==> config.mk <==
export PLATFORM = sky130hd
export DESIGN_NAME = sensor_frame_crc_checker_top
export DESIGN_NICKNAME = d
export VERILOG_FILES = /design/src/scfc_pkg.sv /design/src/sensor_frame_crc_checker_top.sv /design/src/scfc_frame_track.sv
export SDC_FILE = /design/constraint.sdc
export NUM_CORES = 1
export LEC_CHECK = 0
export BUFFER_PORTS_ARGS = -buffer_cell sky130_fd_sc_hd__buf_4
export CAP_MARGIN = 20
export CORE_MARGIN = 10
export CORE_UTILIZATION = 35
export CTS_BUF_LIST = sky130_fd_sc_hd__clkbuf_16
export DETAILED_ROUTE_END_ITERATION = 10
export PLACE_DENSITY = 0.5
export SLEW_MARGIN = 5
export SYNTH_ARGS = -nofsm -noshare
export SYNTH_HDL_FRONTEND = slang
export SYNTH_HIERARCHICAL = 1
export SYNTH_SLANG_ARGS = --single-unit
==> constraint.sdc <==
create_clock -name clock -period 5.74 [get_ports clock]
set_input_delay 0.574 -clock clock [delete_from_list [all_inputs] [get_ports clock]]
set_output_delay 0.574 -clock clock [all_outputs]
set_load 0.01 [all_outputs]
==> src/scfc_pkg.sv <==
package scfc_pkg;

   // Frame layout
   localparam int FRAME_BYTES   = 23;
   localparam int OFS_ROAD_ERR  = 6;
   localparam int OFS_ROAD_TEMP = 7;
   localparam int OFS_ROAD_COND = 11;
   localparam int OFS_AIR_ERR   = 12;
   localparam int OFS_AIR_TEMP  = 13;
   localparam int OFS_AIR_HUMI  = 17;
   localparam int OFS_CRC       = 21;

   // Only offsets from the road error byte up are ever read
   localparam int CAP_FIRST = OFS_ROAD_ERR;
   localparam int CAP_BYTES = FRAME_BYTES - CAP_FIRST;

   // Default longest frame that is still captured and checked
   localparam int MAX_FRAME_DEF = 64;

   // CRC-16/Modbus
   localparam logic [15:0] CRC_INIT = 16'hFFFF;
   localparam logic [15:0] CRC_POLY = 16'hA001;

   // Status byte reported when the CRC check fails
   localparam logic [7:0] STATUS_CRC_FAIL = 8'h01;

   // Frame contents after the current byte, before the end-of-frame reload
   typedef struct packed {
      logic [15:0] crc;
      logic [15:0] stored_crc;
      logic [7:0]  road_fault;
      logic [31:0] road_temp;
      logic [7:0]  road_cond;
      logic [7:0]  air_fault;
      logic [31:0] air_temp;
      logic [31:0] air_humi;
   } frame_view_type;

   // One byte through the reflected CRC, bit by bit
   function automatic logic [15:0] crc_feed(input logic [15:0] c, input logic [7:0] b);
      logic [15:0] r;
      r = c ^ {8'h00, b};
      for (int k = 0; k < 8; k++) begin
         r = r[0] ? ((r >> 1) ^ CRC_POLY) : (r >> 1);
      end
      return r;
   endfunction

endpackage

==> src/sensor_frame_crc_checker_top.sv <==
// The result is registered and appears on rsp in the cycle after the transfer of the last byte.
// Throughput: one byte per cycle when ready; the CRC update and capture share one cycle.
// rsp is a single output register; req_tready drops only while a result waits.
// Reset (synchronous, active high) reloads the frame state (CRC 0xFFFF, empty frame)
// and clears the held sensor values and the output valid.
module sensor_frame_crc_checker_top #(
   parameter int MAX_FRAME = scfc_pkg::MAX_FRAME_DEF
) (
   input  logic         clock,
   input  logic         reset,
   input  logic         req_tvalid,
   output logic         req_tready,
   input  logic [7:0]   req_tdata,   // [7:0] rx_byte
   input  logic         req_tlast,   // last_byte
   output logic         rsp_tvalid,
   input  logic         rsp_tready,
   output logic [119:0] rsp_tdata,   // [7:0] air_status, [15:8] road_status,
                                     // [47:16] air_temp_bits, [79:48] air_humidity_bits,
                                     // [111:80] road_temp_bits, [119:112] road_state
   output logic         rsp_tuser    // crc_ok
);
   import scfc_pkg::*;

   frame_view_type view;
   logic           byte_take;
   logic           crc_match;
   logic [7:0]     air_status, road_status;

   logic [31:0] air_temp_ff, air_temp_in;
   logic [31:0] air_humi_ff, air_humi_in;
   logic [31:0] road_temp_ff, road_temp_in;
   logic [7:0]  road_state_ff, road_state_in;

   logic         rsp_valid_ff, rsp_valid_in;
   logic [119:0] rsp_data_ff, rsp_data_in;
   logic         rsp_ok_ff, rsp_ok_in;

   // Input side moves whenever the output register is free or draining
   assign req_tready = !rsp_valid_ff || rsp_tready;
   assign byte_take  = req_tvalid && req_tready;

   scfc_frame_track #(
      .MAX_FRAME (MAX_FRAME)
   ) u_track (
      .clock     (clock),
      .reset     (reset),
      .byte_take (byte_take),
      .rx_byte   (req_tdata),
      .last_byte (req_tlast),
      .view      (view)
   );

   // CRC check and status selection
   assign crc_match   = (view.stored_crc == view.crc);
   assign air_status  = crc_match ? view.air_fault  : STATUS_CRC_FAIL;
   assign road_status = crc_match ? view.road_fault : STATUS_CRC_FAIL;

   // Held values follow a good frame per sensor
   always_comb begin
      air_temp_in   = air_temp_ff;
      air_humi_in   = air_humi_ff;
      road_temp_in  = road_temp_ff;
      road_state_in = road_state_ff;
      if (byte_take && req_tlast && crc_match) begin
         if (view.air_fault == 8'h00) begin
            air_temp_in = view.air_temp;
            air_humi_in = view.air_humi;
         end
         if (view.road_fault == 8'h00) begin
            road_temp_in  = view.road_temp;
            road_state_in = view.road_cond;
         end
      end
   end

   // Output register
   always_comb begin
      rsp_valid_in = rsp_valid_ff && !rsp_tready;
      rsp_data_in  = rsp_data_ff;
      rsp_ok_in    = rsp_ok_ff;
      if (byte_take && req_tlast) begin
         rsp_valid_in = 1'b1;
         rsp_ok_in    = crc_match;
         rsp_data_in  = {road_state_in, road_temp_in, air_humi_in, air_temp_in,
                         road_status, air_status};
      end
   end

   always_ff @(posedge clock) begin
      if (reset) begin
         air_temp_ff   <= '0;
         air_humi_ff   <= '0;
         road_temp_ff  <= '0;
         road_state_ff <= '0;
         rsp_valid_ff  <= 1'b0;
      end else begin
         air_temp_ff   <= air_temp_in;
         air_humi_ff   <= air_humi_in;
         road_temp_ff  <= road_temp_in;
         road_state_ff <= road_state_in;
         rsp_valid_ff  <= rsp_valid_in;
      end
   end

   always_ff @(posedge clock) begin
      rsp_data_ff <= rsp_data_in;
      rsp_ok_ff   <= rsp_ok_in;
   end

   assign rsp_tvalid = rsp_valid_ff;
   assign rsp_tdata  = rsp_data_ff;
   assign rsp_tuser  = rsp_ok_ff;

   // Checks
   a_last_gives_result: assert property (@(posedge clock) disable iff (reset)
      byte_take && req_tlast |=> rsp_tvalid)
      else $error("last byte transfer did not produce a result");

   a_fail_status: assert property (@(posedge clock) disable iff (reset)
      rsp_tvalid && !rsp_tuser |->
         (rsp_tdata[7:0] == STATUS_CRC_FAIL) && (rsp_tdata[15:8] == STATUS_CRC_FAIL))
      else $error("CRC failure reported without failure status");

   a_held_stable: assert property (@(posedge clock) disable iff (reset)
      !(byte_take && req_tlast) |=> $stable(road_state_ff) && $stable(air_temp_ff))
      else $error("held values changed outside an end of frame");

   a_fail_keeps_held: assert property (@(posedge clock) disable iff (reset)
      byte_take && req_tlast && !crc_match |=> $stable(air_humi_ff) && $stable(road_temp_ff))
      else $error("held values changed on a CRC failure");

endmodule

==> src/scfc_frame_track.sv <==
module scfc_frame_track #(
   parameter int MAX_FRAME = scfc_pkg::MAX_FRAME_DEF
) (
   input  logic                      clock,
   input  logic                      reset,
   input  logic                      byte_take,   // a byte transfer at this edge
   input  logic [7:0]                rx_byte,
   input  logic                      last_byte,
   output scfc_pkg::frame_view_type  view
);
   import scfc_pkg::*;

   localparam int IDX_W = $clog2(MAX_FRAME + 1);

   logic [IDX_W-1:0] idx_ff, idx_in, idx_nx;
   logic [15:0]      crc_ff, crc_in, crc_nx;
   logic [7:0]       dly0_ff, dly0_in, dly0_nx;
   logic [7:0]       dly1_ff, dly1_in, dly1_nx;
   logic [7:0]       cap_ff [CAP_BYTES];
   logic [7:0]       cap_in [CAP_BYTES];
   logic [7:0]       cap_nx [CAP_BYTES];

   // Frame state after taking this byte
   always_comb begin
      idx_nx  = idx_ff;
      crc_nx  = crc_ff;
      dly0_nx = dly0_ff;
      dly1_nx = dly1_ff;
      for (int k = 0; k < CAP_BYTES; k++) begin
         cap_nx[k] = cap_ff[k];
      end
      if (idx_ff < IDX_W'(MAX_FRAME)) begin
         // the two newest bytes are held back from the CRC
         if (idx_ff >= IDX_W'(2)) begin
            crc_nx = crc_feed(crc_ff, dly0_ff);
         end
         dly0_nx = dly1_ff;
         dly1_nx = rx_byte;
         for (int k = 0; k < CAP_BYTES; k++) begin
            if (idx_ff == IDX_W'(k + CAP_FIRST)) begin
               cap_nx[k] = rx_byte;
            end
         end
         idx_nx = idx_ff + IDX_W'(1);
      end
   end

   // Advance on a transfer, reload after the last byte
   always_comb begin
      idx_in  = idx_ff;
      crc_in  = crc_ff;
      dly0_in = dly0_ff;
      dly1_in = dly1_ff;
      for (int k = 0; k < CAP_BYTES; k++) begin
         cap_in[k] = cap_ff[k];
      end
      if (byte_take) begin
         if (last_byte) begin
            idx_in  = '0;
            crc_in  = CRC_INIT;
            dly0_in = '0;
            dly1_in = '0;
            for (int k = 0; k < CAP_BYTES; k++) begin
               cap_in[k] = '0;
            end
         end else begin
            idx_in  = idx_nx;
            crc_in  = crc_nx;
            dly0_in = dly0_nx;
            dly1_in = dly1_nx;
            for (int k = 0; k < CAP_BYTES; k++) begin
               cap_in[k] = cap_nx[k];
            end
         end
      end
   end

   always_ff @(posedge clock) begin
      if (reset) begin
         idx_ff  <= '0;
         crc_ff  <= CRC_INIT;
         dly0_ff <= '0;
         dly1_ff <= '0;
         for (int k = 0; k < CAP_BYTES; k++) begin
            cap_ff[k] <= '0;
         end
      end else begin
         idx_ff  <= idx_in;
         crc_ff  <= crc_in;
         dly0_ff <= dly0_in;
         dly1_ff <= dly1_in;
         for (int k = 0; k < CAP_BYTES; k++) begin
            cap_ff[k] <= cap_in[k];
         end
      end
   end

   // Fixed-offset fields, little-endian
   assign view.crc        = crc_nx;
   assign view.stored_crc = {cap_nx[OFS_CRC + 1 - CAP_FIRST], cap_nx[OFS_CRC - CAP_FIRST]};
   assign view.road_fault = cap_nx[OFS_ROAD_ERR - CAP_FIRST];
   assign view.road_temp  = {cap_nx[OFS_ROAD_TEMP + 3 - CAP_FIRST],
                             cap_nx[OFS_ROAD_TEMP + 2 - CAP_FIRST],
                             cap_nx[OFS_ROAD_TEMP + 1 - CAP_FIRST],
                             cap_nx[OFS_ROAD_TEMP - CAP_FIRST]};
   assign view.road_cond  = cap_nx[OFS_ROAD_COND - CAP_FIRST];
   assign view.air_fault  = cap_nx[OFS_AIR_ERR - CAP_FIRST];
   assign view.air_temp   = {cap_nx[OFS_AIR_TEMP + 3 - CAP_FIRST],
                             cap_nx[OFS_AIR_TEMP + 2 - CAP_FIRST],
                             cap_nx[OFS_AIR_TEMP + 1 - CAP_FIRST],
                             cap_nx[OFS_AIR_TEMP - CAP_FIRST]};
   assign view.air_humi   = {cap_nx[OFS_AIR_HUMI + 3 - CAP_FIRST],
                             cap_nx[OFS_AIR_HUMI + 2 - CAP_FIRST],
                             cap_nx[OFS_AIR_HUMI + 1 - CAP_FIRST],
                             cap_nx[OFS_AIR_HUMI - CAP_FIRST]};

endmodule

==> results of run 1 <==
final cells by class:
type	count	area share, %
multi-input combinational	1085	37.25
clock inverter	36	1.067
tap	664	4.096
inverter	5	0.1296
sequential	401	45.55
timing repair buffer	156	6.225
clock buffer	46	5.676
logic make-up after synthesis:
logic type / count (synthesis)
simple gates: 281
compound gates: 511
mux: 245
fa+ha+maj: 4
xor+xnor: 44
buf+inv: 163
flops: 401
synth_stat cells:
master	n	area, um^2
mux2i_1	109	1091
buf_4	11	82.58
o21ai_1	22	110.1
nor4_2	1	12.51
nor2b_1	4	25.02
nor4_1	4	25.02
buf_2	64	320.3
and2_1	25	156.4
inv_2	1	3.750
nand2_1	61	229.0
xnor2_2	1	16.27
nor2_1	152	570.6
a22oi_1	145	1089
and3_1	18	112.6
xnor3_1	1	22.52
inv_1	4	15.01
clkbuf_1	68	255.2
nor4b_1	1	8.760
ha_1	4	50.05
a21boi_0	1	7.510
a21oi_1	220	1101
edfxtp_1	121	3633
nor3_2	1	10.01
dfxtp_1	280	5605
clkbuf_2	5	25.02
nand4_1	8	50.05
nand2b_1	4	25.02
a21o_1	1	7.510
xor2_1	6	52.55
nor3b_2	1	12.51
mux2_2	118	1329
mux2_1	18	202.7
xnor2_1	36	315.3
buf_1	10	37.54
o211ai_1	10	75.07
o21ai_0	8	40.04
or2_2	1	6.260
a211oi_1	104	780.8
routing by layer:
layer	wire length [um]	GRT usage, %	up-vias
met1	23350	21.80	6273
met2	23470	25.97	309
met4	905	4.292	0
met3	2290	3.042	66
met5	0	0	-
li1	-	-	6177
worst min path at each step:
stage                                  endpoint  cells after the start             startpoint  slack, ns
after floorplan           u_track/cap_ff[0][70]                      2  u_track/cap_ff[0][70]       0.43
after global placement    u_track/cap_ff[0][70]                      2  u_track/cap_ff[0][70]       0.44
after detailed placement  u_track/cap_ff[0][70]                      2  u_track/cap_ff[0][70]       0.45
after CTS                            rsp_tvalid                      3             rsp_tready       0.34
after global routing                 rsp_tvalid                      3             rsp_tready       0.36
final                                rsp_tvalid                      3             rsp_tready       0.36
tightest hold or removal path, cell delays in order:
cell and delay [ns]:
buf_4 0.07, nand2b_1 0.13, a21oi_1 0.08
power groups by stage:
| stage | logic, uW | registers (uW) | clock network (uW) |
|---|---|---|---|
| 2_1_floorplan | 125 | 3040 | 0 |
| 3_3_place_gp | 278 | 3030 | 0 |
| 3_5_place_dp | 282 | 3030 | 0 |
| 4_1_cts | 282 | 2960 | 2770 |
| 5_1_grt | 300 | 2960 | 2890 |
| 6_report | 280 | 2960 | 2710 |
sequential cells by signal (all words and copies together) (netlist names):
name,flops
u_track/cap_ff,136
rsp_tdata,120
air_humi_ff,32
air_temp_ff,32
road_temp_ff,32
u_track/crc_ff,16
road_state_ff,8
u_track/dly0_ff,8
u_track/dly1_ff,8
u_track/idx_ff,7
rsp_tuser,1
rsp_tvalid,1
metrics by stage:
step	cells	hold slack [ns]	cell area, um^2
2_1_floorplan	1649	0.4322	17510
3_3_place_gp	2307	0.4398	18840
3_5_place_dp	2309	0.4474	18870
4_1_cts	2391	0.3351	20240
5_1_grt	2393	0.3642	20280
6_report	2393	0.3630	20280
==> key figures, run 1 <==
Clock tree
  – Clk_lat worst skew: between 0.5 and 0.6 ns
  – Root buf cell: clkbuf_16
  – Max H-tree Level: 2
  – CTS tree: done
  – CTS clk-pin slew, worst paths: around 0.06 ns
  – Post-CTS Setup Repair Bufs: 0
  – Clk buf depth: 3
  – Number of clock buffers inserted by TritonCTS: between 40 and 50
  – Hold_buf cts: 0
  – Cts repair resizes: 0
  – CTS Sinks: about 400

Yosys
  – Syn avg cell area: roughly 11 um^2
  – Synth Warn #: 6
  – Cells after Synth: between 1500 and 2000
  – Synth Area in XOR/XNOR: around 2.3%
  – Netlist Area Pre-Place: 0.01751 mm^2
  – Mux cell area share after synthesis: 14.98%
  – Synth Area in Compound Gates: between 15 and 20%
  – Syn nets: between 1500 and 2000
  – Post-synthesis sequential area ratio: 52.76%
  – Synth Area in Adders: less than 1%
  – Largest family of logic cells by synthesized area: compound AO/OA/AOI/OAI gates
  – Synthesis-stage register bit count: between 400 and 500
  – Cell variety after synth: 38
  – Simple-gate share of the synthesized area: under 10%

Placed design
  – IO Port Bufs: about 140
  – RePlAce Congestion: between 0.8 and 0.9
  – Final HPWL DP: 29060 um
  – DP Worst Slack: 1.584 ns

Route
  – WL per Instance: between 20 and 25 um
  – DRC: 0
  – Final WL: ~50000 um
  – Router iterations before antenna repair: 5
  – Number of vias per cell: around 5.4
  – Antenna Nets Post-Route: 0
  – Initial drt markers: ~900
  – Routed via count: approximately 13000

Worst hold path
  – Worst hold path class: input pin to flop

Critical path
  – Buffers and inverters on the worst path: 1
  – CP Class: flop to flop
  – Worst-path maximum fanout: 44
  – Critical Path Start Type: flop
  – Critical Path AT: approximately 4.5 ns
  – Crit. Startpoint: u_track/idx_ff[2]
  – Depth of the most critical reg-to-reg path: 8
  – Worst EP required: approximately 6 ns
  – Critical-path top delay cell: and3_1
  – Capture point of the worst path: rsp_tdata[67]
  – Worst setup EP type: flop
  – Slowest stage delay, CP: between 0.6 and 0.7 ns
  – Kind of cell adding the most delay to the critical path: simple AND/OR/NAND/NOR gates
  – Reg-to-reg critical path startpoint: u_track/idx_ff[2]
  – R2r setup slk: between 1.5 and 2 ns
  – Reg2reg end: rsp_tdata[67]
  – CP cell instances: nor3b_2 > and3_1 > mux2_2 > nor4_1 > nand2_4 > buf_4 > mux2i_1 > a21oi_1
  – Total stage count of the critical path: 8

Pwr
  – Pwr dens: 293.3 mW/mm^2
  – Peak supply drop: 161.2 uV
  – Net Sw Frac: a little under a quarter
  – Pleak: 0.007204 uW
  – Clock power frac: between 40% and 50%
  – Psw: 1391 uW
  – Gate power share: under 10%
  – Share of power burned in registers: approximately half
  – Int Power: ~4600 uW
  – Design Power: 5949 uW

Floorplan
  – Core area: ~0.049 mm^2
  – Die ar.: between 0.05 and 0.06 mm^2
  – Die height: around 240 um
  – Starting Density: between 30 and 40%
  – Ports: between 100 and 150
  – Rows: 81
  – DIE WIDTH: between 200 and 250 um

Run
  – Max-cap violations: 0

GRT
  – Overall global routing resource usage: between 15 and 20%
  – Grt ovf: 0
  – First-pass GRT wire length: ~76000 um
  – Initial antenna violation count: 2
  – Vias in the first global route: between 10000 and 15000
  – Largest net degree at the start of global routing: ~120

Timing
  – Fin crit share: between 70% and 80%
  – Slew HR: 30.34%
  – Clock Skew: around 0.026 ns
  – Fmax: 238.7 MHz
  – Final Hold Vio Count: 0
  – # setup viols final: 0
  – Unrepaired setup endpoints after global routing: false
  – Min Tclk post-route: roughly 4.2 ns
  – Post-route worst setup slack: 1.551 ns
  – Fin Setup TNS: 0 ns
  – Slew Limit Fails: 0
  – Worst slew pin tran: 1.045 ns

Cells and area
  – # fillers: ~4700
  – Final #Nets: approximately 1700
  – Seq. cell area: ~0.0092 mm^2
  – Commonest non-fill, non-tap cell in the layout: dfxtp_1
  – Syn-to-layout area delta: 15.81%
  – Final core utilization: between 40 and 50%
  – N_diodes: 0
  – Multi-input logic area: between 0.007 and 0.008 mm^2
  – Share of layout cells above drive strength 1: 19.72%
  – Most frequent cells in the layout: dfxtp_1, a21oi_1, nor2_1

Run status
  – Outcome: finished, final reports clean
(Power assumes the default switching activity.)
==> inputs of run 2 (changes only) <==
==> constraint.sdc (replaced) <==
create_clock -name clock -period 3.98 [get_ports clock]
set_input_delay 0.398 -clock clock [delete_from_list [all_inputs] [get_ports clock]]
set_output_delay 0.398 -clock clock [all_outputs]
set_load 0.01 [all_outputs]
==> key figures, run 2 (same netlist as run 1, synthesis figures left out) <==
Timing
  – Slew Limit Fails: 0
  – Slew HR: around a quarter
  – Worst slew pin tran: approximately 1.1 ns
  – # setup viols final: 0
  – Min Tclk post-route: about 3.5 ns
  – Fin crit share: slightly below 90%
  – Clock Skew: about 0.028 ns
  – Fmax: between 200 and 300 MHz
  – Unrepaired setup endpoints after global routing: false
  – Final Hold Vio Count: 0
  – Fin Setup TNS: 0 ns

Cells and area
  – Commonest non-fill, non-tap cell in the layout: dfxtp_1
  – Most frequent cells in the layout: dfxtp_1, a21oi_1, buf_4
  – Largest register by flop count: u_track/cap_ff
  – Share of layout cells above drive strength 1: between 20 and 25%
  – Seq. cell area: between 0.009 and 0.01 mm^2
  – Max reg flops: roughly 140
  – # fillers: 4739
  – Final instance area: about 0.020 mm^2
  – Final #Nets: 1724
  – Multi-input logic area: between 0.007 and 0.008 mm^2
  – Syn-to-layout area delta: 16.35%

Floorplan
  – Die height: around 240 um
  – Rows: between 80 and 90
  – Ports: 136
  – DIE WIDTH: between 200 and 250 um
  – Starting Density: between 30% and 40%
  – Core area: between 0.04 and 0.05 mm^2
  – Die ar.: around 0.059 mm^2

GRT
  – Initial antenna violation count: 0
  – Grt ovf: 0
  – Overall global routing resource usage: 15.86%
  – First-pass GRT wire length: 75640 um
  – Largest net degree at the start of global routing: a little under 100
  – Vias in the first global route: 12520

Route
  – Router iterations before antenna repair: 7
  – Antenna Nets Post-Route: 0
  – Final WL: roughly 50000 um
  – DRC: 0
  – WL per Instance: ~20 um
  – Number of vias per cell: about 5.3
  – Routed via count: 12780
  – Initial drt markers: roughly 1100

Critical path
  – Worst setup EP type: flop
  – Critical Path AT: around 3.8 ns
  – Depth of the most critical reg-to-reg path: 10
  – Critical Path Start Type: flop
  – Worst-path maximum fanout: 42
  – CP Class: flop to flop
  – Worst EP required: roughly 4.3 ns

Clock tree
  – Hold_buf cts: 0
  – CTS tree: done
  – CTS Sinks: around 400
  – Clk_lat worst skew: approximately 0.57 ns
  – Max H-tree Level: 2
  – Cts repair resizes: 0
  – Post-CTS Setup Repair Bufs: 0
  – Number of clock buffers inserted by TritonCTS: 45
  – Clk buf depth: 3
  – Root buf cell: clkbuf_16
  – CTS clk-pin slew, worst paths: around 0.060 ns

Run status
  – Outcome: finished, final reports clean

Pwr
  – Pleak: just over 0.007 uW
  – Peak supply drop: between 200 and 300 uV
  – Pwr dens: 416.4 mW/mm^2

Placed design
  – IO Port Bufs: around 140
  – Placed Area: around 0.019 mm^2
  – RePlAce Congestion: slightly below 0.8
  – Final HPWL DP: between 20000 and 30000 um

Worst hold path
  – Hold Path Depth: 3
  – Worst hold path class: input pin to flop

Run
  – Max-cap violations: 0
[run 2: where the power goes]
part	leakage, uW	switching, uW	internal [uW]
sequential	0.00341	22.8	4250
clock	0.000705	1660	2150
combinational	0.00316	290	107
total	0.00727	1970	6510
[run 2: final cells by class]
cell class                 count  share of cell area [%]
inverter                       5                  0.1290
multi-input combinational   1085                   37.08
timing repair buffer         169                   6.749
clock inverter                36                  0.9580
sequential                   401                   45.35
tap                          664                   4.078
clock buffer                  46                   5.650
antenna                        1                 0.01228
[run 2: worst paths after layout]
path	start	to	slack (ns)
hold / removal	rsp_tready	rsp_tvalid	0.17
setup / recovery	u_track/idx_ff[2]	rsp_tdata[90]	0.50
hold reg to reg	u_track/cap_ff[0][68]	u_track/cap_ff[0][68]	0.45
setup reg to reg	u_track/idx_ff[2]	rsp_tdata[90]	0.50
[run 2: worst max-delay path, cell delays in order (launching register included)]
cell and delay (ns):
dfxtp_1 0.46, nor3b_2 0.40, and3_1 0.55, mux2_1 0.40, xnor2_1 0.15, nand4_1 0.16, nor4_4 0.32, and2_4 0.22
buf_12 0.21, buf_12 0.24, a21oi_1 0.10
[run 2: per-stage QoR]
stage | std cells | total power [uW] | worst slack (ns) | util [%] | hold WS, ns
after floorplan | 1649 | 4562 | 0.7602 | - | 0.4322
after global placement | 2323 | 4766 | 0.5678 | 38.61 | 0.4385
after detailed placement | 2324 | 4766 | 0.5062 | 38.63 | 0.4445
after CTS | 2406 | 8608 | 0.4978 | 41.36 | 0.1364
after global routing | 2406 | 8809 | 0.2338 | 41.36 | 0.1804
final | 2407 | 8484 | 0.4996 | 41.37 | 0.1659
[run 2: per-layer routing]
| metal | up-vias | global-route usage, % | wire length, um |
|---|---|---|---|
| met5 | - | 0 | 0 |
| met4 | 0 | 5.132 | 933 |
| met3 | 58 | 2.505 | 1980 |
| met2 | 264 | 25.63 | 23310 |
| met1 | 6236 | 21.27 | 22510 |
| li1 | 6219 | - | - |
==> inputs of run 3 (changes only) <==
--- a/config.mk
+++ b/config.mk
@@ -8,10 +8,10 @@
 export BUFFER_PORTS_ARGS = -buffer_cell sky130_fd_sc_hd__buf_4
 export CAP_MARGIN = 20
 export CORE_MARGIN = 10
-export CORE_UTILIZATION = 35
+export CORE_UTILIZATION = 45
 export CTS_BUF_LIST = sky130_fd_sc_hd__clkbuf_16
 export DETAILED_ROUTE_END_ITERATION = 10
-export PLACE_DENSITY = 0.5
+export PLACE_DENSITY = 0.62
 export SLEW_MARGIN = 5
 export SYNTH_ARGS = -nofsm -noshare
 export SYNTH_HDL_FRONTEND = slang
==> constraint.sdc (replaced) <==
create_clock -name clock -period 3.95 [get_ports clock]
set_input_delay 0.395 -clock clock [delete_from_list [all_inputs] [get_ports clock]]
set_output_delay 0.395 -clock clock [all_outputs]
set_load 0.01 [all_outputs]
==> key figures, run 3 (same netlist as run 1, synthesis figures left out) <==
Route
  – Number of vias per cell: 5.705
  – Initial drt markers: 1024
  – DRC: 0
  – WL per Instance: roughly 20 um
  – Antenna Nets Post-Route: 0
  – Final WL: between 40000 and 50000 um
  – Router iterations before antenna repair: 5
  – Routed via count: 12900

Cells and area
  – Largest register by flop count: u_track/cap_ff
  – Share of layout cells above drive strength 1: between 20% and 30%
  – Final std cells w/o fill: about 2300
  – Max reg flops: about 140
  – Most frequent cells in the layout: dfxtp_1, a21oi_1, buf_4
  – Final core utilization: between 50% and 60%
  – Syn-to-layout area delta: 15.43%
  – Multi-input logic area: 0.007555 mm^2
  – Commonest non-fill, non-tap cell in the layout: dfxtp_1
  – # fillers: between 3000 and 4000
  – N_diodes: 0
  – Final #Nets: ~1700
  – Seq. cell area: 0.009239 mm^2

Pwr
  – Psw: 1944 uW
  – Peak supply drop: ~330 uV
  – Share of power burned in registers: around half
  – Int Power: ~6700 uW
  – Clock power frac: a little under half
  – Net Sw Frac: between 20 and 25%
  – Pleak: around 0.0073 uW
  – Gate power share: 4.6%
  – Pwr dens: 427.5 mW/mm^2

Floorplan
  – Die ar.: between 0.04 and 0.05 mm^2
  – Starting Density: 45.42%
  – Ports: ~140
  – Core area: 0.03856 mm^2
  – Die height: ~220 um
  – Rows: between 70 and 80
  – DIE WIDTH: between 200 and 250 um

Critical path
  – Critical-path top delay cell: dfxtp_1
  – Worst EP required: around 4.4 ns
  – Reg2reg end: air_humi_ff[8]
  – Buffers and inverters on the worst path: 3
  – Worst setup EP type: flop
  – Total stage count of the critical path: 11
  – Depth of the most critical reg-to-reg path: 11
  – Slowest stage delay, CP: about 0.40 ns
  – R2r setup slk: 0.33 ns
  – Critical Path Most Common Cell: buf_4
  – Reg-to-reg critical path startpoint: u_track/idx_ff[4]
  – Kind of cell adding the most delay to the critical path: simple AND/OR/NAND/NOR gates
  – Critical Path Start Type: flop
  – CP Class: flop to flop
  – Worst-path maximum fanout: 41
  – Critical Path AT: roughly 4.1 ns
  – CP cell instances: nor2b_1 > and3_1 > buf_4 > mux2_2 > xnor2_1 > nand4_1 > nor4_4 > buf_12 > buf_4 > a21oi_1 > a211oi_1

Clock tree
  – Root buf cell: clkbuf_16
  – CTS tree: done
  – CTS Sinks: between 400 and 500
  – Cts repair resizes: 0
  – Post-CTS Setup Repair Bufs: 0
  – Clk_lat worst skew: between 0.5 and 0.6 ns
  – Number of clock buffers inserted by TritonCTS: 43
  – Clk buf depth: 3
  – Hold_buf cts: 0
  – CTS clk-pin slew, worst paths: around 0.06 ns
  – Max H-tree Level: 2

Timing
  – # setup viols final: 0
  – Slew Limit Fails: 0
  – Final Hold Vio Count: 0
  – Fmax: 276.2 MHz
  – Clock Skew: roughly 0.024 ns
  – Fin Setup TNS: 0 ns
  – Slew HR: 31.17%
  – Min Tclk post-route: between 3 and 4 ns
  – Unrepaired setup endpoints after global routing: false
  – Worst slew pin tran: between 1 and 1.5 ns
  – Fin crit share: between 90% and 100%

GRT
  – Grt ovf: 0
  – First-pass GRT wire length: ~73000 um
  – Largest net degree at the start of global routing: approximately 100
  – Initial antenna violation count: 0
  – Overall global routing resource usage: 18.97%
  – Vias in the first global route: ~12000

Worst hold path
  – Hold path start: rsp_tready
  – Worst hold path class: input pin to flop
  – WHS Endpoint: rsp_tvalid
  – Hold Path Depth: 3

Placed design
  – Dpl cells: ~2200
  – RePlAce Congestion: 0.8636
  – IO Port Bufs: approximately 140
  – Final HPWL DP: between 20000 and 30000 um

Run
  – Max-cap violations: 0

Run status
  – Outcome: finished, final reports clean
-- run 3: power by group through the flow --
stage               clock network [uW]  logic, uW  registers [uW]
detailed placement                   0        397            4400
global route                      4180        424            4310
CTS                               4030        398            4310
floorplan                            0        181            4420
global placement                     0        396            4400
finish                            3940        398            4310
-- run 3: worst reg2reg max path, stage by stage, from the launching register on --
cell      delay (ns)
dfxtp_1         0.40
nor2b_1         0.35
and3_1          0.40
buf_4           0.25
mux2_2          0.37
xnor2_1         0.13
nand4_1         0.17
nor4_4          0.35
buf_12          0.26
buf_4           0.37
a21oi_1         0.16
a211oi_1        0.29
-- run 3: through the flow --
step | area (um^2) | worst slack, ns | hold slack (ns) | power, uW
2_1_floorplan | 17510 | 0.7302 | 0.4322 | 4597
3_3_place_gp | 18830 | 0.4918 | 0.4389 | 4792
3_5_place_dp | 18830 | 0.3308 | 0.4458 | 4792
4_1_cts | 20210 | 0.3057 | 0.1523 | 8735
5_1_grt | 20210 | 0.03162 | 0.2032 | 8913
6_report | 20210 | 0.3293 | 0.1724 | 8641
-- run 3: worst max path at each step --
| stage | start | end | slack (ns) |
|---|---|---|---|
| floorplan | u_track/idx_ff[2] | rsp_tdata[36] | 0.73 |
| global placement | u_track/idx_ff[4] | air_humi_ff[3] | 0.49 |
| detailed placement | u_track/idx_ff[4] | air_humi_ff[8] | 0.33 |
| CTS | u_track/dly0_ff[0] | air_humi_ff[8] | 0.31 |
| global route | u_track/idx_ff[4] | air_humi_ff[7] | 0.03 |
| finish | u_track/idx_ff[4] | air_humi_ff[8] | 0.33 |
-- run 3: routing by layer --
metal	track usage (%)	up-vias	routed length (um)
li1	-	6221	-
met1	26.19	6265	21500
met2	30.30	351	21550
met3	3.065	61	2449
met4	5.010	0	793
met5	0	-	0
-- run 3: cell type report --
cell class / instances / share of cell area [%]
Sequential cell: 401 / 45.70
Timing Repair Buffer: 172 / 6.790
Clock buffer: 43 / 5.323
Inverter: 5 / 0.1300
Multi-Input combinational cell: 1085 / 37.37
Tap cell: 518 / 3.206
Clock inverter: 37 / 1.473
